**src/float_matrix_multiply_accumulate_assert.svh**
```systemverilog
// ----------------------------------------------------------------------------
// Assertion macros for the matrix multiply-accumulate block
// Shared concurrent assertion forms, each checked on the rising clock edge
// and disabled while reset is applied.
// ----------------------------------------------------------------------------
`ifndef FLOAT_MATRIX_MULTIPLY_ACCUMULATE_ASSERT_SVH
`define FLOAT_MATRIX_MULTIPLY_ACCUMULATE_ASSERT_SVH

// The consequent must hold in the same cycle as the antecedent.
`define FMMA_ASSERT_SAME(label, clk, rst_n, ante, cons, msg) \
  label: assert property (@(posedge clk) disable iff (!rst_n) (ante) |-> (cons)) \
    else $error(msg);

// The consequent must hold in the cycle after the antecedent.
`define FMMA_ASSERT_NEXT(label, clk, rst_n, ante, cons, msg) \
  label: assert property (@(posedge clk) disable iff (!rst_n) (ante) |=> (cons)) \
    else $error(msg);

`endif

```
**src/fmma_pkg.sv**
```systemverilog
// ----------------------------------------------------------------------------
// fmma_pkg
// Types, codes and binary32 helper functions shared by the controller and
// the datapath of the matrix multiply-accumulate block.
// ----------------------------------------------------------------------------
package fmma_pkg;

  localparam int unsigned DEF_MAX_DIM = 64;
  localparam int unsigned CFG_W       = 7;
  localparam int unsigned CFG_IDX_W   = 2;
  localparam int unsigned CMD_W       = 3;
  localparam int unsigned IDX_W       = 6;
  localparam int unsigned WORD_W      = 32;

  localparam logic [CFG_W-1:0] CFG_RESET = 7'd64;

  localparam logic [CFG_IDX_W-1:0] REG_M_ROWS  = 2'd0;
  localparam logic [CFG_IDX_W-1:0] REG_N_COLS  = 2'd1;
  localparam logic [CFG_IDX_W-1:0] REG_K_DEPTH = 2'd2;

  localparam logic [CMD_W-1:0] CMD_WR_LEFT   = 3'd0;
  localparam logic [CMD_W-1:0] CMD_WR_RIGHT  = 3'd1;
  localparam logic [CMD_W-1:0] CMD_WR_RESULT = 3'd2;
  localparam logic [CMD_W-1:0] CMD_COMPUTE   = 3'd3;
  localparam logic [CMD_W-1:0] CMD_RD_RESULT = 3'd4;

  localparam logic [31:0] QUIET_BIT   = 32'h0040_0000;
  localparam logic [31:0] DEFAULT_NAN = 32'hFFC0_0000;

  typedef struct packed {
    logic host_write;
    logic wr_left;
    logic wr_right;
    logic wr_result;
    logic host_read;
    logic cnt_clear;
    logic acc_load;
    logic mul_go;
    logic add_go;
    logic norm_lz;
    logic norm_sh;
    logic rnd_prod;
    logic rnd_acc;
    logic k_step;
    logic ij_step;
    logic res_wb;
    logic out_load_zero;
    logic out_load_rd;
    logic out_load_done;
  } fmma_cmd_t;

  typedef struct packed {
    logic in_range;
    logic k_last;
    logic j_last;
    logic i_last;
  } fmma_status_t;

  function automatic logic f32_is_nan(logic [31:0] x);
    return (&x[30:23]) && (|x[22:0]);
  endfunction

  function automatic logic f32_is_inf(logic [31:0] x);
    return (&x[30:23]) && !(|x[22:0]);
  endfunction

  function automatic logic f32_is_zero(logic [31:0] x);
    return !(|x[30:0]);
  endfunction

  // Position of the leading one counted from the top; 48 for an all-zero word.
  function automatic logic [5:0] lzc48(logic [47:0] v);
    logic [5:0] n;
    n = 6'd48;
    for (int b = 0; b < 48; b++) begin
      if (v[b]) begin
        n = 6'(47 - b);
      end
    end
    return n;
  endfunction

  // Rounds a normalized significand (leading one at bit 47) with biased
  // exponent e to nearest even and packs it. The exponent field is formed by
  // adding the rounded significand to (e-1) so that a rounding carry moves
  // into the exponent on its own, also from subnormal into normal range.
  function automatic logic [31:0] round_pack(logic sign, logic signed [10:0] e,
                                             logic [47:0] m);
    logic [47:0]       sm;
    logic              st;
    logic [23:0]       mant;
    logic              g;
    logic              rest;
    logic              rnd;
    logic [31:0]       base;
    logic [31:0]       sum;
    logic signed [10:0] sh;
    sm   = m;
    st   = 1'b0;
    base = '0;
    sh   = 11'sd1 - e;
    if (e >= 11'sd255) begin
      return {sign, 8'hFF, 23'd0};
    end
    if (e >= 11'sd1) begin
      base = {1'b0, e[7:0] - 8'd1, 23'd0};
    end else if (sh >= 11'sd48) begin
      sm = '0;
      st = |m;
    end else begin
      sm = m >> sh[5:0];
      st = |(m & ~({48{1'b1}} << sh[5:0]));
    end
    mant = sm[47:24];
    g    = sm[23];
    rest = st | (|sm[22:0]);
    rnd  = g & (rest | mant[0]);
    sum  = base + {8'd0, mant} + {31'd0, rnd};
    return {sign, sum[30:0]};
  endfunction

endpackage

```
**src/fmma_ctrl.sv**
```systemverilog
// ----------------------------------------------------------------------------
// fmma_ctrl
// Command decoder and sequencer for element access and the compute loops.
// ----------------------------------------------------------------------------
`include "float_matrix_multiply_accumulate_assert.svh"

module fmma_ctrl
  import fmma_pkg::*;
(
  input  logic             clk_i,
  input  logic             rst_ni,
  input  logic             in_valid_i,
  output logic             in_ready_o,
  input  logic [CMD_W-1:0] command_i,
  output logic             out_valid_o,
  input  logic             out_ready_i,
  input  fmma_status_t     status_i,
  output fmma_cmd_t        cmd_o
);

  typedef enum logic [3:0] {
    S_IDLE, S_RD_WAIT, S_ACC_RD, S_ACC_LD, S_OP_RD,
    S_MUL, S_MLZ, S_MSH, S_MRND,
    S_ADD, S_ALZ, S_ASH, S_ARND,
    S_WB, S_DONE
  } state_e;

  state_e state_q, state_d;
  logic   out_valid_q, out_valid_d;
  logic   accept;
  logic   out_load;

  assign in_ready_o  = (state_q == S_IDLE) && (!out_valid_q || out_ready_i);
  assign accept      = in_valid_i && in_ready_o;
  assign out_valid_o = out_valid_q;
  assign out_load    = cmd_o.out_load_zero | cmd_o.out_load_rd | cmd_o.out_load_done;

  always_comb begin
    cmd_o   = '0;
    state_d = state_q;
    case (state_q)
      S_IDLE: begin
        if (accept) begin
          case (command_i)
            CMD_WR_LEFT: begin
              cmd_o.host_write    = 1'b1;
              cmd_o.wr_left       = status_i.in_range;
              cmd_o.out_load_zero = 1'b1;
            end
            CMD_WR_RIGHT: begin
              cmd_o.host_write    = 1'b1;
              cmd_o.wr_right      = status_i.in_range;
              cmd_o.out_load_zero = 1'b1;
            end
            CMD_WR_RESULT: begin
              cmd_o.host_write    = 1'b1;
              cmd_o.wr_result     = status_i.in_range;
              cmd_o.out_load_zero = 1'b1;
            end
            CMD_COMPUTE: begin
              cmd_o.cnt_clear = 1'b1;
              state_d         = S_ACC_RD;
            end
            CMD_RD_RESULT: begin
              cmd_o.host_read = 1'b1;
              state_d         = S_RD_WAIT;
            end
            default: begin
              cmd_o.out_load_zero = 1'b1;
            end
          endcase
        end
      end
      S_RD_WAIT: begin
        cmd_o.out_load_rd = 1'b1;
        state_d           = S_IDLE;
      end
      S_ACC_RD: state_d = S_ACC_LD;
      S_ACC_LD: begin
        cmd_o.acc_load = 1'b1;
        state_d        = S_MUL;
      end
      S_OP_RD:  state_d = S_MUL;
      S_MUL: begin
        cmd_o.mul_go = 1'b1;
        state_d      = S_MLZ;
      end
      S_MLZ: begin
        cmd_o.norm_lz = 1'b1;
        state_d       = S_MSH;
      end
      S_MSH: begin
        cmd_o.norm_sh = 1'b1;
        state_d       = S_MRND;
      end
      S_MRND: begin
        cmd_o.rnd_prod = 1'b1;
        state_d        = S_ADD;
      end
      S_ADD: begin
        cmd_o.add_go = 1'b1;
        state_d      = S_ALZ;
      end
      S_ALZ: begin
        cmd_o.norm_lz = 1'b1;
        state_d       = S_ASH;
      end
      S_ASH: begin
        cmd_o.norm_sh = 1'b1;
        state_d       = S_ARND;
      end
      S_ARND: begin
        cmd_o.rnd_acc = 1'b1;
        cmd_o.k_step  = 1'b1;
        state_d       = status_i.k_last ? S_WB : S_OP_RD;
      end
      S_WB: begin
        cmd_o.res_wb  = 1'b1;
        cmd_o.ij_step = 1'b1;
        state_d       = (status_i.i_last && status_i.j_last) ? S_DONE : S_ACC_RD;
      end
      S_DONE: begin
        cmd_o.out_load_done = 1'b1;
        state_d             = S_IDLE;
      end
      default: state_d = S_IDLE;
    endcase
  end

  always_comb begin
    out_valid_d = out_valid_q;
    if (out_load) begin
      out_valid_d = 1'b1;
    end else if (out_ready_i) begin
      out_valid_d = 1'b0;
    end
  end

  always_ff @(posedge clk_i or negedge rst_ni) begin
    if (!rst_ni) begin
      state_q     <= S_IDLE;
      out_valid_q <= 1'b0;
    end else begin
      state_q     <= state_d;
      out_valid_q <= out_valid_d;
    end
  end

  `FMMA_ASSERT_SAME(a_ready_only_idle, clk_i, rst_ni, state_q != S_IDLE, !in_ready_o, "request taken while busy")
  `FMMA_ASSERT_SAME(a_out_load_free, clk_i, rst_ni, out_load, !out_valid_q || out_ready_i, "result register overwritten")
  `FMMA_ASSERT_NEXT(a_last_wb_done, clk_i, rst_ni, state_q == S_WB && status_i.i_last && status_i.j_last, state_q == S_DONE, "compute did not finish after last entry")

endmodule
```
**config.mk**
```make
export PLATFORM = sky130hd
export DESIGN_NAME = fmma_ctrl
export DESIGN_NICKNAME = d
export VERILOG_FILES = /design/src/fmma_pkg.sv /design/src/fmma_ctrl.sv
export VERILOG_INCLUDE_DIRS = /design/src /design/src/src
export SDC_FILE = /design/constraint.sdc
export NUM_CORES = 1
export LEC_CHECK = 0
export ABC_CLOCK_PERIOD_IN_PS = 1300
export BUFFER_PORTS_ARGS = -buffer_cell sky130_fd_sc_hd__buf_4
export CORE_AREA = 2 2 39 41
export CTS_CLUSTER_DIAMETER = 200
export DETAILED_ROUTE_END_ITERATION = 7
export DIE_AREA = 0 0 41 43
export PLACE_DENSITY = 0.71
export REMOVE_ABC_BUFFERS = 1
export SYNTH_ARGS = -nofsm -noshare
export SYNTH_HDL_FRONTEND = slang
export SYNTH_SLANG_ARGS = --single-unit
```
**constraint.sdc**
```tcl
create_clock -name clk_i -period 1.3 [get_ports clk_i]
set_input_delay 0 -clock clk_i [delete_from_list [all_inputs] [get_ports clk_i]]
set_output_delay 0 -clock clk_i [all_outputs]
set_load 0.02 [all_outputs]
```
==> results, run 1 <==
- In this run the standard cell core region covers 1380 sq um.
- After routing, the total negative slack on setup checks comes to -2500 ps.
- Summed over all nets, the half-perimeter wirelength after detailed placement is 1.14 mm.
- Among all cell types in the netlist, the one instantiated most often is sky130_fd_sc_hd__nor2_1.
- The total power density per cell area is 2320 nW/um^2.
- The total setup violations reported at the end of the flow is 24.
- CTS built an H-tree with a depth of 1.
- Setup repair after global routing could not meet its margin everywhere.
- The placed cell area is 788 sq um.
- The number of remaining DRC errors is 0.
- The flow ran to the end, but the final reports show violations.
- The largest family of logic cells by synthesized area is simple AND/OR/NAND/NOR gates.
- The number of antenna diodes in the final layout is 0.
- For this block, the via count after detailed routing is 735.
- The classification of the worst setup path is reg -> out.
- The clock reaches the later pin of the worst-skew pair after 250 ps.
- The proportion of netlist area held by the largest area contributor is 24.2%.
- Of the total synthesized cell area, the portion taken by AND, OR, NAND and NOR gates is 46.0%.
- The mapped cell area is 517 sq um.
- The detailed-route wire length on metal 1 is 774 um.
- The met2 layer wire length in the routed design is 1.07 mm.
- The detailed router used layers up to and including met4.
- The clock transition at the registers of the reported paths is 50 ps.
- After detailed routing, the met3 layer carries 128 um of wire.
- Measured against its own limit, the worst slew margin works out to 70.7%.
- The longest clock path from root to sink contains 2 buffers.
- The tightest min-delay check is of the in -> async type.
- The minimum clock period after layout is 1520 ps.
- The number of CTS-inserted buffers is 3.
- The final critical-path setup slack is -219 ps.
- Using the TritonRoute via totals, the vias-per-cell ratio works out to 5.33.
- The number of I/O pins is 32.
- The synthesized netlist devotes 19.4% of its cell area to compound gates.
- The share of synthesized flip-flops with an asynchronous set or reset is 100%.
- The die footprint is 1760 sq um.
- The number of synthesized flops with an enable pin is 0.
- Yosys mapped the design onto 30 distinct sky130hd cell types.
- The worst-path maximum fanout is 3.
- After routing the design area is 1140 sq um.
- Counting instances in the post-synthesis netlist gives the leading cell types as sky130_fd_sc_hd__nor2_1, sky130_fd_sc_hd__nand2_1, sky130_fd_sc_hd__dfrtp_1.
- The critical path data required time is 1300 ps.
- The detailed-routing iteration count for the pre-antenna-repair pass is 4.
- The overall fraction of global-route tracks in use is 21.5%.
- The via count of the first global-routing pass came to 627.
- From synthesis to final layout, the design area changed by 122%.
- The critical path launch point type is a flip-flop.
- The tool flagged a number of max-cap violations equal to 0.
- The number of instances in the synthesized netlist is 74.
- Multiplexer cells account for 0% of the synthesized area.
- For this run, the number of Yosys warnings is 0.
- The worst slack after detailed placement is -23.6 ps.
- The fraction of layout cells with a size suffix above 1 is 66.4%.
- The fraction of the cycle the final worst path needs is 117%.
- The checks that failed: setup timing.
- At the end of the flow, the number of nets in the layout was 134.
- Among all flip-flop cells after synthesis, the most frequent one is sky130_fd_sc_hd__dfrtp_1.
- The number of nets with antenna violations after routing is 0.
- Of the total synthesized cell area, the portion taken by XOR and XNOR cells is 1.69%.
- The top cell type by total area after synthesis is sky130_fd_sc_hd__dfrtp_1.
- The transition time at the pin with the least slew margin is 435 ps.
- The site row count is 14.
- The root buffer selected by CTS is sky130_fd_sc_hd__clkbuf_4.
- The maximum clock skew at final layout is 5.47 ps.
- In this run the static leakage power is 0.511 nW.
- The congestion estimate from routability-driven global placement came to 0.814.
- The initial utilization of the core area, before any placement, comes to 37.3%.
- The fraction of the mapped netlist area in adder cells is 0%.
- The total overflow left after global routing is 0.
- The count of final max-slew check failures is 0.
- The sequential-to-total area share from yosys stat is 24.2%.
- For the worst setup path, the data arrival time is 1520 ps.
- The number of antenna violations at the first check in global routing is 0.
- The highest clock rate is 658 MHz.
- The worst setup path is captured at an output pin.
- IR analysis of the VDD net gives a maximum drop of 1.47 mV.
- The final hold violation count is 0.
- The first routing iteration left 8 violations.
- The global-route wire length before repair is 2.58 mm.
- The quantity of I/O buffers inserted on ports is 31.
- The die width is 41 um.
- Dividing the synthesized area by the synthesized cell count gives 6.98 sq um.
- The clock tree from TritonCTS is built.
- The clock drives 5 sinks.
- The floorplan die height is 43 um.
- Yosys attributes the largest share of cell area to sky130_fd_sc_hd__dfrtp_1, sky130_fd_sc_hd__nor2_1, sky130_fd_sc_hd__nand2_1, sky130_fd_sc_hd__nor3b_1, sky130_fd_sc_hd__nand2b_1.
- The final wirelength is 2.02 mm.
- Entering global routing, the biggest net connects 14 pins.
- Counting flops and latches in the post-synthesis netlist gives 5.
- After detailed routing, the average wire length per cell comes to 14.7 um.
-- flip-flops by register name, summed over array words and instances (netlist names) --
name	flops
out_valid_o	1
state_q	4
-- through the flow --
stage               util [%]  total power, mW  instances  hold WS, ps
finish                  82.7             2.65        138         85.5
global route            82.7             2.79        138          107
CTS                     70.0             2.19        133         84.9
detailed placement      57.0             1.55        123         -195
global placement        57.0             1.53        123         -196
floorplan                  -             1.05         68         -296
-- final cells by class --
type	count	area, sq um
well taps	16	20.0
repair buffers	50	449
flip-flops and latches	5	125
inverters	1	3.75
clock buffers	4	26.3
fillers	82	239
multi-input cells	62	520
-- cells in the final DEF (no fill, tap or decap), drive strengths merged, types with 2 or more instances in the layout --
| master | netlist | final |
|---|---|---|
| buf | 6 | 49 |
| nand3 | 2 | 2 |
| nor2 | 15 | 15 |
| nand2b | 4 | 4 |
| o21ai | 4 | 4 |
| dfrtp | 5 | 5 |
| nor3 | 4 | 4 |
| a21oi | 2 | 2 |
| nand2 | 11 | 11 |
| clkbuf | 0 | 4 |
| nor3b | 5 | 5 |
-- report_power, final --
group	total (mW)	leakage, nW	internal, mW	switching (mW)
logic	2.17	0.431	1.08	1.09
registers	0.295	0.0649	0.233	0.0622
clock network	0.188	0.0150	0.116	0.0711
-- path summary, 6_finish.rpt --
path                              from          end  slack [ps]  cells after the start
min in group clk_i          in_valid_i  out_valid_o          90                      3
hold reg to reg            out_valid_o  out_valid_o         590                      2
max in group asynchronous       rst_ni   state_q[2]        1100                      2
hold / removal                  rst_ni   state_q[0]          90                      2
setup / recovery            state_q[0]    cmd_o[16]        -220                      5
setup reg to reg            state_q[2]   state_q[0]         -80                      7
-- routing by layer --
metal | vias to the layer above | GRT usage (%)
met1 | 339 | 25.3
met4 | 0 | 8.00
met5 | - | 0
li1 | 354 | -
met2 | 36 | 35.6
met3 | 6 | 4.71
-- worst max-delay path, cell delays in order, from the launching register on --
cell and delay, ps:
sky130_fd_sc_hd__dfrtp_1 400, sky130_fd_sc_hd__nor2_2 130, sky130_fd_sc_hd__and3_4 190, sky130_fd_sc_hd__nand4b_1 180
sky130_fd_sc_hd__nor3b_2 210, sky130_fd_sc_hd__buf_4 160
-- cells by family (layout without fill, tap and decap cells) --
group                     Yosys count  after routing
AOI/OAI and AO/OA                  15             15
and+or+nand+nor                    46             46
xor gates and xnor gates            1              1
DFF                                 5              5
buffers and inverters               7             55
-- what timing repair did --
action,in CTS,in global routing
hold buffers,1,0
buffers inserted,5,5
setup endpoints to repair,17,23
hold endpoints to repair,5,0
resized for setup,25,34
pin swaps,13,8
Note: power is estimated with default switching activity, not from simulation.
==> run 2, diff against run 1 <==
--- a/config.mk
+++ b/config.mk
@@ -8,11 +8,11 @@
 export LEC_CHECK = 0
 export ABC_CLOCK_PERIOD_IN_PS = 1300
 export BUFFER_PORTS_ARGS = -buffer_cell sky130_fd_sc_hd__buf_4
-export CORE_AREA = 2 2 39 41
+export CORE_MARGIN = 1
+export CORE_UTILIZATION = 35
 export CTS_CLUSTER_DIAMETER = 200
 export DETAILED_ROUTE_END_ITERATION = 7
-export DIE_AREA = 0 0 41 43
-export PLACE_DENSITY = 0.71
+export PLACE_DENSITY = 0.65
 export REMOVE_ABC_BUFFERS = 1
 export SYNTH_ARGS = -nofsm -noshare
 export SYNTH_HDL_FRONTEND = slang
==> results, run 2 (synthesis results as in run 1) <==
- The minimum clock period after layout is 1510 ps (-10.8 ps).
- The worst path arrival time is 1510 ps (about the same).
- The leakage power of the design is 0.478 nW (-6.5%).
- The number of I/O pins is 32 (unchanged).
- The final critical-path setup slack is -208 ps (+10.8 ps).
- The total number of vias is 705 (-4.1%).
- The type of the worst min-delay path is in -> async.
- The critical path launch point type is a flip-flop.
- The highest clock rate is 663 MHz (+0.72%).
- The worst relative slew slack was 71.9% (+1.2 points).
- The final wirelength is 1.84 mm (-9.1%).
- CTS placed an instance of sky130_fd_sc_hd__clkbuf_4 at the clock tree root.
- The number of antenna violations at the first check in global routing was 0 (unchanged).
- The share of power burned in the clock network was 7.6% (+0.5 points).
- The number of remaining DRC errors is 0 (unchanged).
- The register-to-register setup slack is 20 ps (+100 ps).
- The internal power is 1.27 mW (-11%).
- The count of antenna diodes in the layout is 0 (unchanged).
- The worst IR drop on VDD was 1.83 mV (+25%).
- In the layout the commonest cells are sky130_fd_sc_hd__buf_4, sky130_fd_sc_hd__nand2_1, sky130_fd_sc_hd__buf_6.
- The sequential share of power was 12.0% (+0.9 points).
- TritonCTS built the clock tree.
- The total design power is 2.41 mW (-9.2%).
- The mean routed wirelength per cell is 13.8 um (-5.7%).
- The global-route wire length before repair came to 2.11 mm (-18%).
- The clock transition at the registers of the reported paths was 40 ps (about the same).
- The floorplan die height came to 40.4 um (-6.0%).
- The worst slack after detailed placement came to 20.9 ps (+44.5 ps).
- The detailed-routing iteration count for the pre-antenna-repair pass came to 4 (unchanged).
- The total core area is 1330 sq um (-3.6%).
- The transition time at the pin with the least slew margin is 417 ps (-18.1 ps).
- The fraction of the cycle the final worst path needs is 116% (-0.83 points).
- Relative to the synthesized area, the layout overhead comes to 103%.
- More flip-flops sit in one register than any other, and that register is state_q.
- The flip-flop count of the largest register, all copies and words added is 4 (unchanged).
- The DRC violation total after the first TritonRoute iteration came to 12 (+4).
- The pin count of the biggest net entering global routing is 13 (-1).
- The final standard cell count with taps included and fillers excluded is 133 (-3.6%).
- The via count of the first global-routing pass is 473 (-25%).
- The worst-path maximum fanout is 3 (unchanged).
- The proportion of power drawn by combinational gates is 80.4% (-1.4 points).
- The HPWL after detailed placement is 1.15 mm (+0.84%).
- The starting density of the core is 38.7% (+1.4 points).
- The count of final max-slew check failures is 0 (unchanged).
- The total setup violations reported at the end of the flow is 11 (-54%).
- The total power density per cell area is 2300 nW/um^2 (-0.90%).
- The critical path data required time is 1300 ps (about the same).
- The setup TNS is -1270 ps (+1230 ps).
- The classification of the worst setup path is reg -> out.
- The routability-driven placement congestion ratio came to 0.760 (-6.7%).
- The run finished, with violations left.
- The detail-routed via count per cell came to 5.30 (-0.48%).
- The maximum clock skew at final layout is 0.356 ps (-5.12 ps).
- The filler cell count was 94 (+15%).
- The site row count is 13 (-1).
- The final hold violation count is 0 (unchanged).
- The instance count after placement with tap cells included is 122 (-0.81%).
- The number of H-tree levels came to 1 (unchanged).
- The number of nets with antenna violations after routing came to 0 (unchanged).
- The number of CTS-inserted buffers is 3 (unchanged).
- The final reports fail on setup timing.
- The die width is 40.4 um (-1.4%).
- The net count reported at finish was 130 (-3.0%).
- Setup repair after global routing could not meet its margin everywhere.
- The fraction of layout cells with a size suffix above 1 is 63.6% (-2.8 points).
- The TritonCTS sink count is 5 (unchanged).
- The max capacitance violation total is 0 (unchanged).
- The endpoint type of the worst setup path is an output pin.
- The die footprint is 1630 sq um (-7.3%).
- The net switching share of the total power came to 47.2% (+1.2 points).
- The power dissipated by switching net loads is 1.14 mW (-6.8%).
- The clock latency at the later pin of the worst-skew pair is 240 ps (about the same).
- The quantity of I/O buffers inserted on ports is 31 (unchanged).
- The overall fraction of global-route tracks in use was 19.8% (-1.7 points).
- The residual overflow from global routing is 0 (unchanged).
- The commonest non-fill, non-tap cell in the layout is sky130_fd_sc_hd__buf_4.
- The deepest clock path buffer count is 2 (unchanged).
[run 2: cell count changes in the layout (fill, tap and decap cells not counted), sizes merged]
cell	before	now
buf	49	45
[run 2: cell type report]
class / count / area, sq um / share of cell area [%]
clock buffer: 4 / 26.3 / 2.51
inverter: 1 / 3.75 / 0.358
multi-input combinational: 62 / 493 / 47.0
sequential: 5 / 125 / 11.9
tap: 15 / 18.8 / 1.79
timing repair buffer: 46 / 382 / 36.4
[run 2: worst max-delay path, cell delays in order (launching register included)]
cell                       delay, ps
sky130_fd_sc_hd__dfrtp_1         390
sky130_fd_sc_hd__nor2_2          140
sky130_fd_sc_hd__and3_4          200
sky130_fd_sc_hd__nand4b_1        170
sky130_fd_sc_hd__nor3b_2         200
sky130_fd_sc_hd__buf_4           160
[run 2: layer usage]
layer,share of wire (%),routed length [um],GRT usage [%],vias to the layer above
met5,0,0,0,-
met4,0,0,2.50,0
met3,3.5,65,8.33,0
met2,51,944,22.6,12
met1,45,826,32.7,342
li1,-,-,-,351
[run 2: worst paths after layout]
path | startpoint | to | cells after the start
min in group clk_i | in_valid_i | out_valid_o | 3
setup reg to reg | state_q[2] | state_q[3] | 6
max in group asynchronous | rst_ni | state_q[3] | 2
hold / removal | rst_ni | out_valid_o | 2
setup / recovery | state_q[3] | cmd_o[16] | 5
hold reg to reg | state_q[3] | out_valid_o | 3
[run 2: power by group through the flow]
stage	Combinational (mW)	Sequential [mW]	Clock [mW]
after floorplan	0.660	0.387	0
after global placement	1.27	0.291	0
after detailed placement	1.27	0.292	0
after CTS	1.52	0.282	0.187
after global routing	2.05	0.297	0.202
final	1.93	0.289	0.184
[run 2: per-stage QoR]
stage	util, %	area, sq um	hold WS [ps]
3_3_place_gp	59.0	787	-195
6_report	78.6	1050	96.0
5_1_grt	78.6	1050	119
3_5_place_dp	59.0	787	-193
4_1_cts	68.8	917	76.6
2_1_floorplan	-	475	-296
[run 2: repair_timing]
item,in CTS,in global routing
hold buffers,1,0
resized for setup,18,26
setup buffers,2,4
endpoints found under the hold margin,5,0
pin swaps,7,9
setup endpoints to repair,9,21
==> run 3, diff against run 2 <==
--- a/config.mk
+++ b/config.mk
@@ -10,10 +10,12 @@
 export BUFFER_PORTS_ARGS = -buffer_cell sky130_fd_sc_hd__buf_4
 export CORE_MARGIN = 1
 export CORE_UTILIZATION = 35
+export CTS_BUF_LIST = sky130_fd_sc_hd__clkbuf_16
 export CTS_CLUSTER_DIAMETER = 200
 export DETAILED_ROUTE_END_ITERATION = 7
 export PLACE_DENSITY = 0.65
 export REMOVE_ABC_BUFFERS = 1
+export SKIP_CTS_REPAIR_TIMING = 1
 export SYNTH_ARGS = -nofsm -noshare
 export SYNTH_HDL_FRONTEND = slang
 export SYNTH_SLANG_ARGS = --single-unit
==> results, run 3 (synthesis results as in run 1) <==
- The floorplan die height is 40.4 um (unchanged).
- The minimum clock period after layout was 1560 ps (+47.0 ps).
- The clock latency at the later pin of the worst-skew pair is 230 ps (about the same).
- The quantity of I/O buffers inserted on ports is 31 (unchanged).
- The count of final max-slew check failures is 0 (unchanged).
- The type of the worst min-delay path is in -> async.
- The fraction of layout cells with a size suffix above 1 is 57.4% (-6.2 points).
- The total setup violations reported at the end of the flow came to 11 (unchanged).
- The area growth from synthesis to layout is 98.8%.
- The detailed-routing iteration count for the pre-antenna-repair pass is 4 (unchanged).
- The DRC violation total after the first TritonRoute iteration is 14 (+2).
- The number of nets with antenna violations after routing is 0 (unchanged).
- The number of H-tree levels came to 1 (unchanged).
- The number of CTS-inserted buffers is 3 (unchanged).
- The path depth of the worst reg2reg path was 5 (-1).
- The critical path data required time is 1300 ps (about the same).
- The number of antenna violations at the first check in global routing is 0 (unchanged).
- The deepest clock path buffer count is 2 (unchanged).
- The detail-routed via count per cell was 5.29 (-0.16%).
- The minimum hold slack was 111 ps (+15.1 ps).
- The worst path arrival time was 1560 ps (+50 ps).
- The final hold violation count is 0 (unchanged).
- Setup repair after global routing could not meet its margin everywhere.
- The critical path launch point type is a flip-flop.
- The mean routed wirelength per cell is 13.5 um (-2.5%).
- The register-to-register setup slack is 50 ps (+30 ps).
- The root buffer selected by CTS is sky130_fd_sc_hd__clkbuf_16.
- The routability-driven placement congestion ratio was 0.760 (unchanged).
- The cell class contributing the biggest share of worst-path delay is simple AND/OR/NAND/NOR gates.
- The final critical-path setup slack is -255 ps (-47.0 ps).
- The count of antenna diodes in the layout is 0 (unchanged).
- The run finished, with violations left.
- The worst relative slew slack was 70.6% (-1.3 points).
- The number of I/O pins is 32 (unchanged).
- The library cell used most frequently in the layout, excluding fill and tap cells, is sky130_fd_sc_hd__buf_4.
- The site row count came to 13 (unchanged).
- The die width is 40.4 um (unchanged).
- The global-route wire length before repair is 1.99 mm (-5.5%).
- The slowest cell on the critical path is sky130_fd_sc_hd__dfrtp_1.
- The via count of the first global-routing pass was 454 (-4.0%).
- The net count reported at finish is 127 (-2.3%).
- The total power density per cell area is 2400 nW/um^2 (+4.5%).
- The clock tree from TritonCTS is built.
- The internal power was 1.42 mW (+11%).
- The most flop-heavy register is state_q.
- The worst slack after detailed placement came to 20.9 ps (unchanged).
- The worst-path maximum fanout was 4 (+1).
- The top cell types in the final layout, fill and taps aside, are sky130_fd_sc_hd__buf_4, sky130_fd_sc_hd__nand2_1, sky130_fd_sc_hd__nor2_1.
- The maximum clock skew at final layout is 1.23 ps (+0.878 ps).
- The final wirelength is 1.75 mm (-4.7%).
- The total non-filler cell area in the finished layout is 1030 sq um (-2.0%).
- The power dissipated by switching net loads came to 1.05 mW (-7.6%).
- The clock transition at the registers of the reported paths was 30 ps (about the same).
- The flip-flop count of the largest register, all copies and words added is 4 (unchanged).
- The proportion of power drawn by combinational gates was 67.9% (-13 points).
- The instance count after placement with tap cells included is 122 (unchanged).
- The sequential share of power was 11.8% (-0.2 points).
- Traced cell by cell, the critical path runs through nor2_2 > and3_4 > nand4b_1 > nor3b_2 > buf_4.
- The net switching share of the total power is 42.6% (-4.6 points).
- The placed cell area is 787 sq um (unchanged).
- The share of power burned in the clock network was 20.3% (+13 points).
- The HPWL after detailed placement is 1.15 mm (unchanged).
- The TritonCTS sink count came to 5 (unchanged).
- The max capacitance violation total is 0 (unchanged).
- The overall fraction of global-route tracks in use came to 18.9% (-0.91 points).
- The worst IR drop on VDD is 1.84 mV (+0.59%).
- The number of remaining DRC errors is 0 (unchanged).
- The transition time at the pin with the least slew margin is 437 ps (+19.8 ps).
- The residual overflow from global routing is 0 (unchanged).
- The total core area came to 1330 sq um (unchanged).
- The die footprint is 1630 sq um (unchanged).
- The leakage power of the design is 0.476 nW (-0.31%).
- The classification of the worst setup path is reg -> out.
- The starting density of the core is 38.7% (unchanged).
- STA classifies the critical path endpoint as an output pin.
- The critical register-to-register path startpoint is state_q[2].
- The fraction of the cycle the final worst path needs came to 120% (+3.6 points).
- The pin count of the biggest net entering global routing is 13 (unchanged).
- The total number of vias is 688 (-2.4%).
- The final standard cell count with taps included and fillers excluded is 130 (-2.3%).
- The highest clock rate is 643 MHz (-3.0%).
- The number of gates on the worst path with buffers counted is 5 (unchanged).
- The largest stage delay on the critical path was 400 ps (about the same).
- The final reports fail on setup timing.
- The worst register-to-register path ends at state_q[3].
- The combined buffer and inverter count along the critical path was 1 (unchanged).
[run 3: cell types whose count changed in the layout (fill, tap and decap cells not counted), sizes merged]
cell and delta:
clkbuf -1, buf -3, inv +1
[run 3: layer usage]
metal  share of wire [%]  global-route usage, %  vias to the layer above
met3                 6.3                   10.0                        0
met2                  48                   21.8                       17
met1                  46                   29.7                      333
met4                   0                   2.50                        0
li1                    -                      -                      338
met5                   0                      0                        -
[run 3: how the worst max path moves through the flow]
stage,startpoint,endpoint,slack (ps)
after floorplan,state_q[0],cmd_o[16],-330
after global placement,state_q[3],cmd_o[16],40
after detailed placement,state_q[3],cmd_o[16],20
after CTS,state_q[3],cmd_o[16],-230
after global routing,state_q[3],cmd_o[15],-300
final,state_q[3],cmd_o[15],-260
[run 3: final cells by class]
| class | instances | area, sq um |
|---|---|---|
| clock inverter | 1 | 3.75 |
| clock buffer | 3 | 75.1 |
| fill | 90 | 307 |
| multi-input combinational | 62 | 460 |
| tap | 15 | 18.8 |
| inverter | 1 | 3.75 |
| sequential | 5 | 125 |
| timing repair buffer | 43 | 340 |
[run 3: per-stage QoR]
step | power (mW) | setup TNS [ps] | utilization (%)
2_1_floorplan | 1.05 | -1930 | -
3_3_place_gp | 1.56 | 0 | 59.0
3_5_place_dp | 1.57 | 0 | 59.0
4_1_cts | 2.08 | -1060 | 64.9
5_1_grt | 2.60 | -1990 | 77.0
6_report | 2.47 | -1380 | 77.0
[run 3: power groups by stage]
stage	combinational, mW	clock (mW)	sequential (mW)
floorplan	0.660	0	0.387
global placement	1.27	0	0.291
detailed placement	1.27	0	0.292
CTS	1.28	0.504	0.295
global route	1.78	0.516	0.301
finish	1.67	0.501	0.290
